==> config.mk <==
export PLATFORM = sky130hd
export DESIGN_NAME = forest_fire_cell_update_core
export DESIGN_NICKNAME = d
export VERILOG_FILES = /design/src/ffcu_pkg.sv /design/src/ffcu_regs.sv /design/src/ffcu_front.sv /design/src/ffcu_queue.sv /design/src/ffcu_back.sv /design/src/forest_fire_cell_update_core.sv
export SDC_FILE = /design/constraint.sdc
export NUM_CORES = 1
export LEC_CHECK = 0
export BUFFER_PORTS_ARGS = -buffer_cell sky130_fd_sc_hd__buf_2
export CAP_MARGIN = 15
export CORE_ASPECT_RATIO = 0.5
export CORE_MARGIN = 1.5
export CORE_UTILIZATION = 54
export CTS_CLUSTER_DIAMETER = 40
export DETAILED_ROUTE_END_ITERATION = 16
export PLACE_DENSITY = 0.77
export REMOVE_ABC_BUFFERS = 1
export SYNTH_ARGS = -nofsm -noshare
export SYNTH_HDL_FRONTEND = slang
export SYNTH_SLANG_ARGS = --single-unit
==> constraint.sdc <==
create_clock -name aclk -period 3.25 [get_ports aclk]
set_input_delay 0.325 -clock aclk [delete_from_list [all_inputs] [get_ports aclk]]
set_output_delay 0.325 -clock aclk [all_outputs]
set_load 0.02 [all_outputs]
==> src/ffcu_pkg.sv <==
// ----------------------------------------------------------------------------
// ffcu_pkg
// Shared types, state codes and helpers for the forest fire cell update core.
// ----------------------------------------------------------------------------
package ffcu_pkg;

    // Cell state codes
    localparam logic [4:0] ST_EMPTY     = 5'd0;
    localparam logic [4:0] ST_SAPLING   = 5'd1;
    localparam logic [4:0] ST_TREE      = 5'd6;
    localparam logic [4:0] ST_SMOULDER  = 5'd7;
    localparam logic [4:0] ST_BURN_LO   = 5'd9;
    localparam logic [4:0] ST_BURN_HI   = 5'd17;
    localparam logic [4:0] ST_COLLAPSED = 5'd20;

    // Register map, indexed by paddr[3:2]
    localparam int          ADDR_W        = 4;
    localparam logic [1:0]  REG_SAPLING   = 2'd0;
    localparam logic [1:0]  REG_SPREAD    = 2'd1;
    localparam logic [1:0]  REG_IGNITE    = 2'd2;
    localparam logic [1:0]  REG_SEED      = 2'd3;

    // Register reset values
    localparam logic [31:0] SAPLING_RST   = 32'd12885;
    localparam logic [31:0] SPREAD_RST    = 32'd21474837;
    localparam logic [31:0] IGNITE_RST    = 32'd107375;
    localparam logic [31:0] SEED_RST      = 32'd1;

    // Grid defaults
    localparam int GRID_WIDTH_DEF  = 256;
    localparam int GRID_HEIGHT_DEF = 64;

    // Decoupling queue
    localparam int QUEUE_DEPTH = 2;
    localparam int QPTR_W      = $clog2(QUEUE_DEPTH);
    localparam int QCNT_W      = $clog2(QUEUE_DEPTH + 1);

    // Classified cell, front to back
    typedef struct packed {
        logic [4:0]  own;
        logic        any_tree;
        logic        any_burn;
        logic        plant_hit;
        logic        ignite_hit;
        logic [31:0] word;
    } entry_t;

    // Register contents and seed load strobe
    typedef struct packed {
        logic [31:0] sapling_thr;
        logic [31:0] spread_thr;
        logic [31:0] ignite_thr;
        logic        seed_load;
        logic [31:0] seed_val;
    } cfg_t;

    // One xorshift step: 13 left, 17 right, 5 left
    function automatic logic [31:0] xorshift32(input logic [31:0] x);
        logic [31:0] a;
        logic [31:0] b;
        a = x ^ (x << 13);
        b = a ^ (a >> 17);
        return b ^ (b << 5);
    endfunction

    function automatic logic is_burning(input logic [4:0] s);
        return (s >= ST_BURN_LO) && (s <= ST_BURN_HI);
    endfunction

endpackage

==> src/ffcu_regs.sv <==
// ----------------------------------------------------------------------------
// ffcu_regs
// APB register file: thresholds and generator seed.
// ----------------------------------------------------------------------------
module ffcu_regs (
    input  logic                         aclk,
    input  logic                         aresetn,
    input  logic                         psel,
    input  logic                         penable,
    input  logic                         pwrite,
    input  logic [ffcu_pkg::ADDR_W-1:0]  paddr,
    input  logic [31:0]                  pwdata,
    output logic [31:0]                  prdata,
    output logic                         pready,
    output ffcu_pkg::cfg_t               cfg
);
    import ffcu_pkg::*;

    logic [31:0] sapling_reg;
    logic [31:0] spread_reg;
    logic [31:0] ignite_reg;
    logic [31:0] seed_reg;
    logic        wr_en;
    logic [1:0]  idx;

    assign pready = 1'b1;
    assign wr_en  = psel && penable && pwrite && pready;
    assign idx    = paddr[3:2];

    // Write registers on the access phase
    always_ff @(posedge aclk) begin
        if (!aresetn) begin
            sapling_reg   <= SAPLING_RST;
            spread_reg    <= SPREAD_RST;
            ignite_reg    <= IGNITE_RST;
            seed_reg      <= SEED_RST;
        end else begin
            if (wr_en) begin
                case (idx)
                    REG_SAPLING: sapling_reg <= pwdata;
                    REG_SPREAD:  spread_reg  <= pwdata;
                    REG_IGNITE:  ignite_reg  <= pwdata;
                    REG_SEED:    seed_reg    <= pwdata;
                    default: ;
                endcase
            end
        end
    end

    // Read back
    always_comb begin
        case (idx)
            REG_SAPLING: prdata = sapling_reg;
            REG_SPREAD:  prdata = spread_reg;
            REG_IGNITE:  prdata = ignite_reg;
            REG_SEED:    prdata = seed_reg;
            default:     prdata = '0;
        endcase
    end

    // Seed strobe and value go out on the access edge so the generator
    // reloads at the same edge as the register
    assign cfg.sapling_thr = sapling_reg;
    assign cfg.spread_thr  = spread_reg;
    assign cfg.ignite_thr  = ignite_reg;
    assign cfg.seed_load   = wr_en && (idx == REG_SEED);
    assign cfg.seed_val    = pwdata;

endmodule

==> src/ffcu_front.sv <==
// ----------------------------------------------------------------------------
// ffcu_front
// Accepts cells, steps the xorshift generator and classifies the neighbourhood.
// ----------------------------------------------------------------------------
module ffcu_front #(
    parameter int GRID_WIDTH  = ffcu_pkg::GRID_WIDTH_DEF,
    parameter int GRID_HEIGHT = ffcu_pkg::GRID_HEIGHT_DEF
) (
    input  logic                aclk,
    input  logic                aresetn,
    input  ffcu_pkg::cfg_t      cfg,
    input  logic                s_valid,
    output logic                s_ready,
    input  logic [4:0]          s_own_cell,
    input  logic [4:0]          s_west_cell,
    input  logic [4:0]          s_east_cell,
    input  logic [4:0]          s_north_cell,
    input  logic [4:0]          s_south_cell,
    input  logic [7:0]          s_cell_col,
    input  logic [5:0]          s_cell_row,
    input  logic signed [8:0]   s_pointer_col,
    input  logic signed [6:0]   s_pointer_row,
    input  logic                s_plant_held,
    input  logic                s_ignite_held,
    output logic                push,
    output ffcu_pkg::entry_t    push_entry,
    input  logic                q_full
);
    import ffcu_pkg::*;

    logic [31:0] rng_reg;
    logic [31:0] rng_next;
    logic        col_hit;
    logic        row_hit;
    logic        hit;

    assign s_ready  = !q_full;
    assign push     = s_valid && s_ready;
    assign rng_next = xorshift32(rng_reg);

    // Pointer hit: non-negative, equal, and inside the grid
    assign col_hit = !s_pointer_col[8] && (s_pointer_col[7:0] == s_cell_col)
                     && ({24'd0, s_cell_col} < 32'(GRID_WIDTH));
    assign row_hit = !s_pointer_row[6] && (s_pointer_row[5:0] == s_cell_row)
                     && ({26'd0, s_cell_row} < 32'(GRID_HEIGHT));
    assign hit     = col_hit && row_hit;

    // Classify the neighbourhood
    always_comb begin
        push_entry.own        = s_own_cell;
        push_entry.any_tree   = (s_west_cell == ST_TREE) || (s_east_cell == ST_TREE)
                                || (s_north_cell == ST_TREE) || (s_south_cell == ST_TREE);
        push_entry.any_burn   = is_burning(s_west_cell) || is_burning(s_east_cell)
                                || is_burning(s_north_cell) || is_burning(s_south_cell);
        push_entry.plant_hit  = s_plant_held && hit;
        push_entry.ignite_hit = s_ignite_held && hit;
        push_entry.word       = rng_next;
    end

    // Advance the generator once per beat; reload on a seed write
    always_ff @(posedge aclk) begin
        if (!aresetn) begin
            rng_reg <= SEED_RST | 32'd1;
        end else if (cfg.seed_load) begin
            rng_reg <= cfg.seed_val | 32'd1;
        end else if (push) begin
            rng_reg <= rng_next;
        end
    end

endmodule

==> src/ffcu_queue.sv <==
// ----------------------------------------------------------------------------
// ffcu_queue
// Short FIFO between front and back so that each side stalls on its own.
// ----------------------------------------------------------------------------
module ffcu_queue (
    input  logic              aclk,
    input  logic              aresetn,
    input  logic              push,
    input  ffcu_pkg::entry_t  push_entry,
    output logic              full,
    input  logic              pop,
    output logic              q_valid,
    output ffcu_pkg::entry_t  head
);
    import ffcu_pkg::*;

    entry_t             slot_reg [QUEUE_DEPTH];
    logic [QPTR_W-1:0]  wr_ptr_reg;
    logic [QPTR_W-1:0]  rd_ptr_reg;
    logic [QCNT_W-1:0]  count_reg;

    assign full    = (count_reg == QCNT_W'(QUEUE_DEPTH));
    assign q_valid = (count_reg != '0);
    assign head    = slot_reg[rd_ptr_reg];

    // Store entries
    always_ff @(posedge aclk) begin
        if (push) begin
            slot_reg[wr_ptr_reg] <= push_entry;
        end
    end

    // Advance pointers and occupancy
    always_ff @(posedge aclk) begin
        if (!aresetn) begin
            wr_ptr_reg <= '0;
            rd_ptr_reg <= '0;
            count_reg  <= '0;
        end else begin
            if (push) begin
                wr_ptr_reg <= (wr_ptr_reg == QPTR_W'(QUEUE_DEPTH - 1)) ? '0
                              : wr_ptr_reg + 1'b1;
            end
            if (pop) begin
                rd_ptr_reg <= (rd_ptr_reg == QPTR_W'(QUEUE_DEPTH - 1)) ? '0
                              : rd_ptr_reg + 1'b1;
            end
            case ({push, pop})
                2'b10:   count_reg <= count_reg + 1'b1;
                2'b01:   count_reg <= count_reg - 1'b1;
                default: count_reg <= count_reg;
            endcase
        end
    end

endmodule

==> src/ffcu_back.sv <==
// ----------------------------------------------------------------------------
// ffcu_back
// Compares the random word against thresholds, or steps a smouldering or burning cell on, and registers the new state.
// ----------------------------------------------------------------------------
module ffcu_back (
    input  logic              aclk,
    input  logic              aresetn,
    input  ffcu_pkg::cfg_t    cfg,
    input  logic              q_valid,
    input  ffcu_pkg::entry_t  head,
    output logic              pop,
    output logic              m_valid,
    input  logic              m_ready,
    output logic [4:0]        m_new_cell
);
    import ffcu_pkg::*;

    logic        valid_reg;
    logic [4:0]  cell_reg;
    logic [4:0]  cell_next;
    logic [31:0] grow_thr;

    assign pop      = q_valid && (!valid_reg || m_ready);
    assign grow_thr = head.any_tree ? cfg.spread_thr : cfg.sapling_thr;

    // Next state of the cell
    always_comb begin
        if (head.own == ST_EMPTY) begin
            cell_next = ((head.word < grow_thr) || head.plant_hit) ? ST_SAPLING : ST_EMPTY;
        end else if (head.own == ST_TREE) begin
            cell_next = (head.any_burn || (head.word < cfg.ignite_thr) || head.ignite_hit)
                        ? ST_SMOULDER : ST_TREE;
        end else if (head.own < ST_COLLAPSED) begin
            cell_next = head.own + 5'd1;
        end else begin
            cell_next = ST_EMPTY;
        end
    end

    // Output register: load on pop, drop once taken
    always_ff @(posedge aclk) begin
        if (!aresetn) begin
            valid_reg <= 1'b0;
        end else if (pop) begin
            valid_reg <= 1'b1;
        end else if (m_ready) begin
            valid_reg <= 1'b0;
        end
    end

    always_ff @(posedge aclk) begin
        if (pop) begin
            cell_reg <= cell_next;
        end
    end

    assign m_valid    = valid_reg;
    assign m_new_cell = cell_reg;

endmodule

==> src/forest_fire_cell_update_core.sv <==
// ----------------------------------------------------------------------------
// forest_fire_cell_update_core
// Next-state logic for one cell of a forest fire cellular automaton.
// ----------------------------------------------------------------------------
// Usage:
//   The s_ channel takes one cell per beat: its old state, the four neighbour
//   states (empty for neighbours outside the grid), its coordinates, the
//   pointer position and the plant and ignite flags. The m_ channel returns
//   one new cell state per beat, in order.
//   Every accepted beat advances a 32-bit xorshift generator once.
//   m_valid rises once a beat accepted on s_ has passed through a queue slot
//   and the output register; throughput is one cell per cycle while the
//   queue has room, set by the single generator step in the front stage. A
//   2-entry queue separates the front from the output register.
//   When the receiver stalls, the output register holds and the queue fills;
//   s_ready falls once the queue is full, so two further beats are taken.
//   The APB port writes thresholds and the seed; a seed write reloads the
//   generator with the seed, bit zero forced high.
//   Synchronous reset empties the queue and output register, restores the
//   register defaults and loads the generator with one.
// ----------------------------------------------------------------------------
module forest_fire_cell_update_core #(
    parameter int GRID_WIDTH  = ffcu_pkg::GRID_WIDTH_DEF,
    parameter int GRID_HEIGHT = ffcu_pkg::GRID_HEIGHT_DEF
) (
    input  logic                         aclk,
    input  logic                         aresetn,
    input  logic                         psel,
    input  logic                         penable,
    input  logic                         pwrite,
    input  logic [ffcu_pkg::ADDR_W-1:0]  paddr,
    input  logic [31:0]                  pwdata,
    output logic [31:0]                  prdata,
    output logic                         pready,
    input  logic                         s_valid,
    output logic                         s_ready,
    input  logic [4:0]                   s_own_cell,
    input  logic [4:0]                   s_west_cell,
    input  logic [4:0]                   s_east_cell,
    input  logic [4:0]                   s_north_cell,
    input  logic [4:0]                   s_south_cell,
    input  logic [7:0]                   s_cell_col,
    input  logic [5:0]                   s_cell_row,
    input  logic signed [8:0]            s_pointer_col,
    input  logic signed [6:0]            s_pointer_row,
    input  logic                         s_plant_held,
    input  logic                         s_ignite_held,
    output logic                         m_valid,
    input  logic                         m_ready,
    output logic [4:0]                   m_new_cell
);
    import ffcu_pkg::*;

    cfg_t   cfg;
    entry_t push_entry;
    entry_t head;
    logic   push;
    logic   pop;
    logic   q_full;
    logic   q_valid;

    ffcu_regs u_regs (
        .aclk    (aclk),
        .aresetn (aresetn),
        .psel    (psel),
        .penable (penable),
        .pwrite  (pwrite),
        .paddr   (paddr),
        .pwdata  (pwdata),
        .prdata  (prdata),
        .pready  (pready),
        .cfg     (cfg)
    );

    ffcu_front #(
        .GRID_WIDTH  (GRID_WIDTH),
        .GRID_HEIGHT (GRID_HEIGHT)
    ) u_front (
        .aclk          (aclk),
        .aresetn       (aresetn),
        .cfg           (cfg),
        .s_valid       (s_valid),
        .s_ready       (s_ready),
        .s_own_cell    (s_own_cell),
        .s_west_cell   (s_west_cell),
        .s_east_cell   (s_east_cell),
        .s_north_cell  (s_north_cell),
        .s_south_cell  (s_south_cell),
        .s_cell_col    (s_cell_col),
        .s_cell_row    (s_cell_row),
        .s_pointer_col (s_pointer_col),
        .s_pointer_row (s_pointer_row),
        .s_plant_held  (s_plant_held),
        .s_ignite_held (s_ignite_held),
        .push          (push),
        .push_entry    (push_entry),
        .q_full        (q_full)
    );

    ffcu_queue u_queue (
        .aclk       (aclk),
        .aresetn    (aresetn),
        .push       (push),
        .push_entry (push_entry),
        .full       (q_full),
        .pop        (pop),
        .q_valid    (q_valid),
        .head       (head)
    );

    ffcu_back u_back (
        .aclk       (aclk),
        .aresetn    (aresetn),
        .cfg        (cfg),
        .q_valid    (q_valid),
        .head       (head),
        .pop        (pop),
        .m_valid    (m_valid),
        .m_ready    (m_ready),
        .m_new_cell (m_new_cell)
    );

endmodule

==> results.yml <==
sta:
  tightest_slew_ps: 873
  final-hold-violation-count: 0
  period_share_pct: 93.0
  relSlewSlack_pct: 41.8
  finalMaxSlewViolations: 0
  setup_violations: 0
  min_period_ps: 3020
  fmax_mhz: 331
  finalClockSkew_ps: 13.9
  holdWs_ps: 52.6
  rsz0062_at_grt: "no"
setup_path:
  cp_cell_sequence: "buf_4, buf_4, mux2_2, ha_1, or4b_1, a31oi_1, o211ai_1, a211oi_2, a211o_1"
  end_kind: "register"
  max_stage_delay_ps: 520
  start_kind: "register"
  cp.arrival_ps: 3440
  crit_path_frequent_cell: "buf_4"
  reg2reg_depth: 9
  crit_type: "register to register"
  crit_fanout: 20
  cp.required_ps: 3660
  rrSetupSlack_ps: 230
  cpMaxStageDelayCell: "or4b_1"
  r2r-end: "u_back.m_new_cell[0]$_DFFE_PP_"
clock_network:
  clk_latency_ps: 540
  cts-root-buf: "clkbuf_16"
  cts_max_path_buffers: 3
  cts.clk_slew.worst_paths_ps: 70
  cts.sinks: 253
  cts_buffers: 26
  cts_tree: "yes"
  cts.repair.resized: 0
  htree_levels: 1
drt:
  via_per_inst: 6.00
  drc_errors: 0
  drt_iter0_drc: 1044
  wirelength_um: 35500
  vias: 10429
  drt.antenna.violating_nets: 0
  wl_per_cell_um: 20.4
  drtPass1Iterations: 5
synth:
  synth-compound-area-share_pct: 11.3
  avgSynthCellArea_um2: 10.2
  synth-main-ff-cell: "dfxtp_1"
  yosys.area.top_type: "dfxtp_1"
  synth_edf_count: 87
  yosys_warnings: 0
  synth_top_family_by_area: "simple AND/OR/NAND/NOR gates"
  synth-simple-area-share_pct: 14.4
  synth_cell_types: 61
  synthXorXnorAreaFrac_pct: 6.21
  synth_fa_ha_area_share_pct: 6.34
  ys_seq_area_share_pct: 45.5
  netlist_area_mm2: 0.0130
  synth_mux_area_share_pct: 12.7
  yosysTopAreaCellShare_pct: 25.5
  synthArstFlopShare_pct: 0
  synth.area.top_cells: "dfxtp_1 (25%), edfxtp_1 (20%), nand2_1 (7.8%), ha_1 (6.3%), a21boi_1 (6.2%)"
  synth_seq_cells: 253
  synthCells: 1282
cells_and_area:
  layout.nets: 1577
  largest_reg_flops: 82
  final_common_cell: "nand2_1"
  layout.cells.non_filler: 1738
  drive_above_1_share_pct: 20.2
  antenna_cells: 0
  fin_area_mm2: 0.0151
  areaGrowthSynthToFinish_pct: 16.2
  mostFrequentLayoutCells: "nand2_1 (272), dfxtp_1 (165), buf_2 (135)"
die:
  start_util_pct: 56.1
  die_h_um: 113
  die-area_mm2: 0.0251
  fp.dieW_um: 223
  io_pins: 140
  rows: 39
  core_area_mm2: 0.0232
grt:
  antenna_found_initial: 0
  grt_pass1_wl_um: 56200
  overflow: 0
  grt_max_degree: 99
  grtUsageTotal_pct: 28.5
  first_global_vias: 10261
power:
  power_density_mw_per_mm2: 866
  intPower_w: 0.00842
  cellLeakagePower_nw: 5.98
  seqPwrFrac_pct: 36.3
  p_switching_w: 0.00470
  total_power_w: 0.0131
  vdd_drop_max_v: 0.000640
  p_sw_share_pct: 35.8
  pwr-share-clk_pct: 24.5
  p_comb_share_pct: 39.2
place:
  placed_area_mm2: 0.0142
  place.port_buffers: 136
  dpl.hpwl_um: 25200
  dp_cells: 1685
  place_congestion: 0.988
flow_run:
  max-cap-violations: 0
status:
  status: "finished, final reports clean"
min_path:
  holdCritPathClass: "input port to register"
  min_to: "u_regs.sapling_reg[9]$_SDFFE_PN1P_"
  hp-start: "pwdata[9]"
  hold_depth: 3
-- worst max-delay path by stage --
stage,from,endpoint,slack [ps],depth (start not counted)
floorplan,register,u_back.m_new_cell[0]$_DFFE_PP_,-2330,8
global placement,register,u_back.m_new_cell[0]$_DFFE_PP_,370,8
detailed placement,register,u_back.m_new_cell[0]$_DFFE_PP_,320,8
CTS,register,u_back.m_new_cell[0]$_DFFE_PP_,300,8
global route,register,u_back.m_new_cell[0]$_DFFE_PP_,150,12
finish,register,u_back.m_new_cell[0]$_DFFE_PP_,230,9
-- synthesized netlist by cell type (3+ instances only) --
master and n:
xor2_1 22, o21ai_1 19, nand4_1 12, inv_1 39
mux2i_1 55, a21boi_1 108, nand2b_1 4, nor2_1 39
buf_2 10, nor2b_1 3, nor3_1 10, nor4b_1 4
nand3_1 31, mux4_2 32, or3_1 13, o21ai_0 14
o22ai_1 4, and2_1 29, xnor2_2 3, o21a_1 3
a21oi_1 20, dfxtp_1 166, o311ai_0 4, a211oi_1 6
mux2_2 31, clkbuf_1 54, and3_1 4, edfxtp_1 87
or4_1 4, ha_1 66, o211ai_1 13, nand2_1 272
xnor2_1 63, buf_1 5
-- per-stage QoR --
step / setup WS (ps) / setup TNS [ps] / util [%]
2_1_floorplan: -2330 / -38760 / -
3_3_place_gp: 368 / 0 / 61.0
3_5_place_dp: 324 / 0 / 61.0
4_1_cts: 301 / 0 / 65.2
5_1_grt: 152 / 0 / 65.2
6_report: 228 / 0 / 65.2
-- worst max-delay path: cells and delay by family, from the launching register on --
family | cells | cell delay, ps
AOI/OAI and AO/OA | 4 | 960
and+or+nand+nor | 1 | 520
buffers and inverters | 2 | 450
muxes | 1 | 400
DFF | 1 | 370
adders and majority gates | 1 | 200
-- layout make-up --
class,count,area [um2]
flip-flops and latches,253,5940
clock buffers,32,757
inverters,41,154
fillers,1723,8090
multi-input cells,917,6680
well taps,307,384
clock inverters,16,173
repair buffers,172,1050
-- timing repair --
item	CTS	global route
endpoints found under the setup margin	0	0
hold buffers	5	0
setup buffers	0	0
hold endpoints to repair	10	0
-- power by group through the flow --
stage	Sequential [W]	Clock [W]	Combinational, W
finish	0.00476	0.00321	0.00515
global route	0.00480	0.00336	0.00560
CTS	0.00474	0.00321	0.00502
detailed placement	0.00480	0	0.00492
global placement	0.00476	0	0.00476
floorplan	0.00475	0	0.00345
-- logic make-up (layout without fill, tap and decap cells) --
family                     count (synthesis)  after routing
and+or+nand+nor                          429            429
DFF                                      253            253
AOI/OAI and AO/OA                        211            211
muxes                                    121            121
buffers and inverters                    112            261
xor gates and xnor gates                  89             89
adders and majority gates                 66             66
other                                      1              1
-- routing by layer --
layer,track usage (%),up-vias,part of all wire (%)
met5,0,-,0
met2,44.7,514,45
met4,6.94,0,1.6
met3,5.40,47,10
li1,-,4763,-
met1,40.8,5105,44
(Power assumes the default switching activity.)
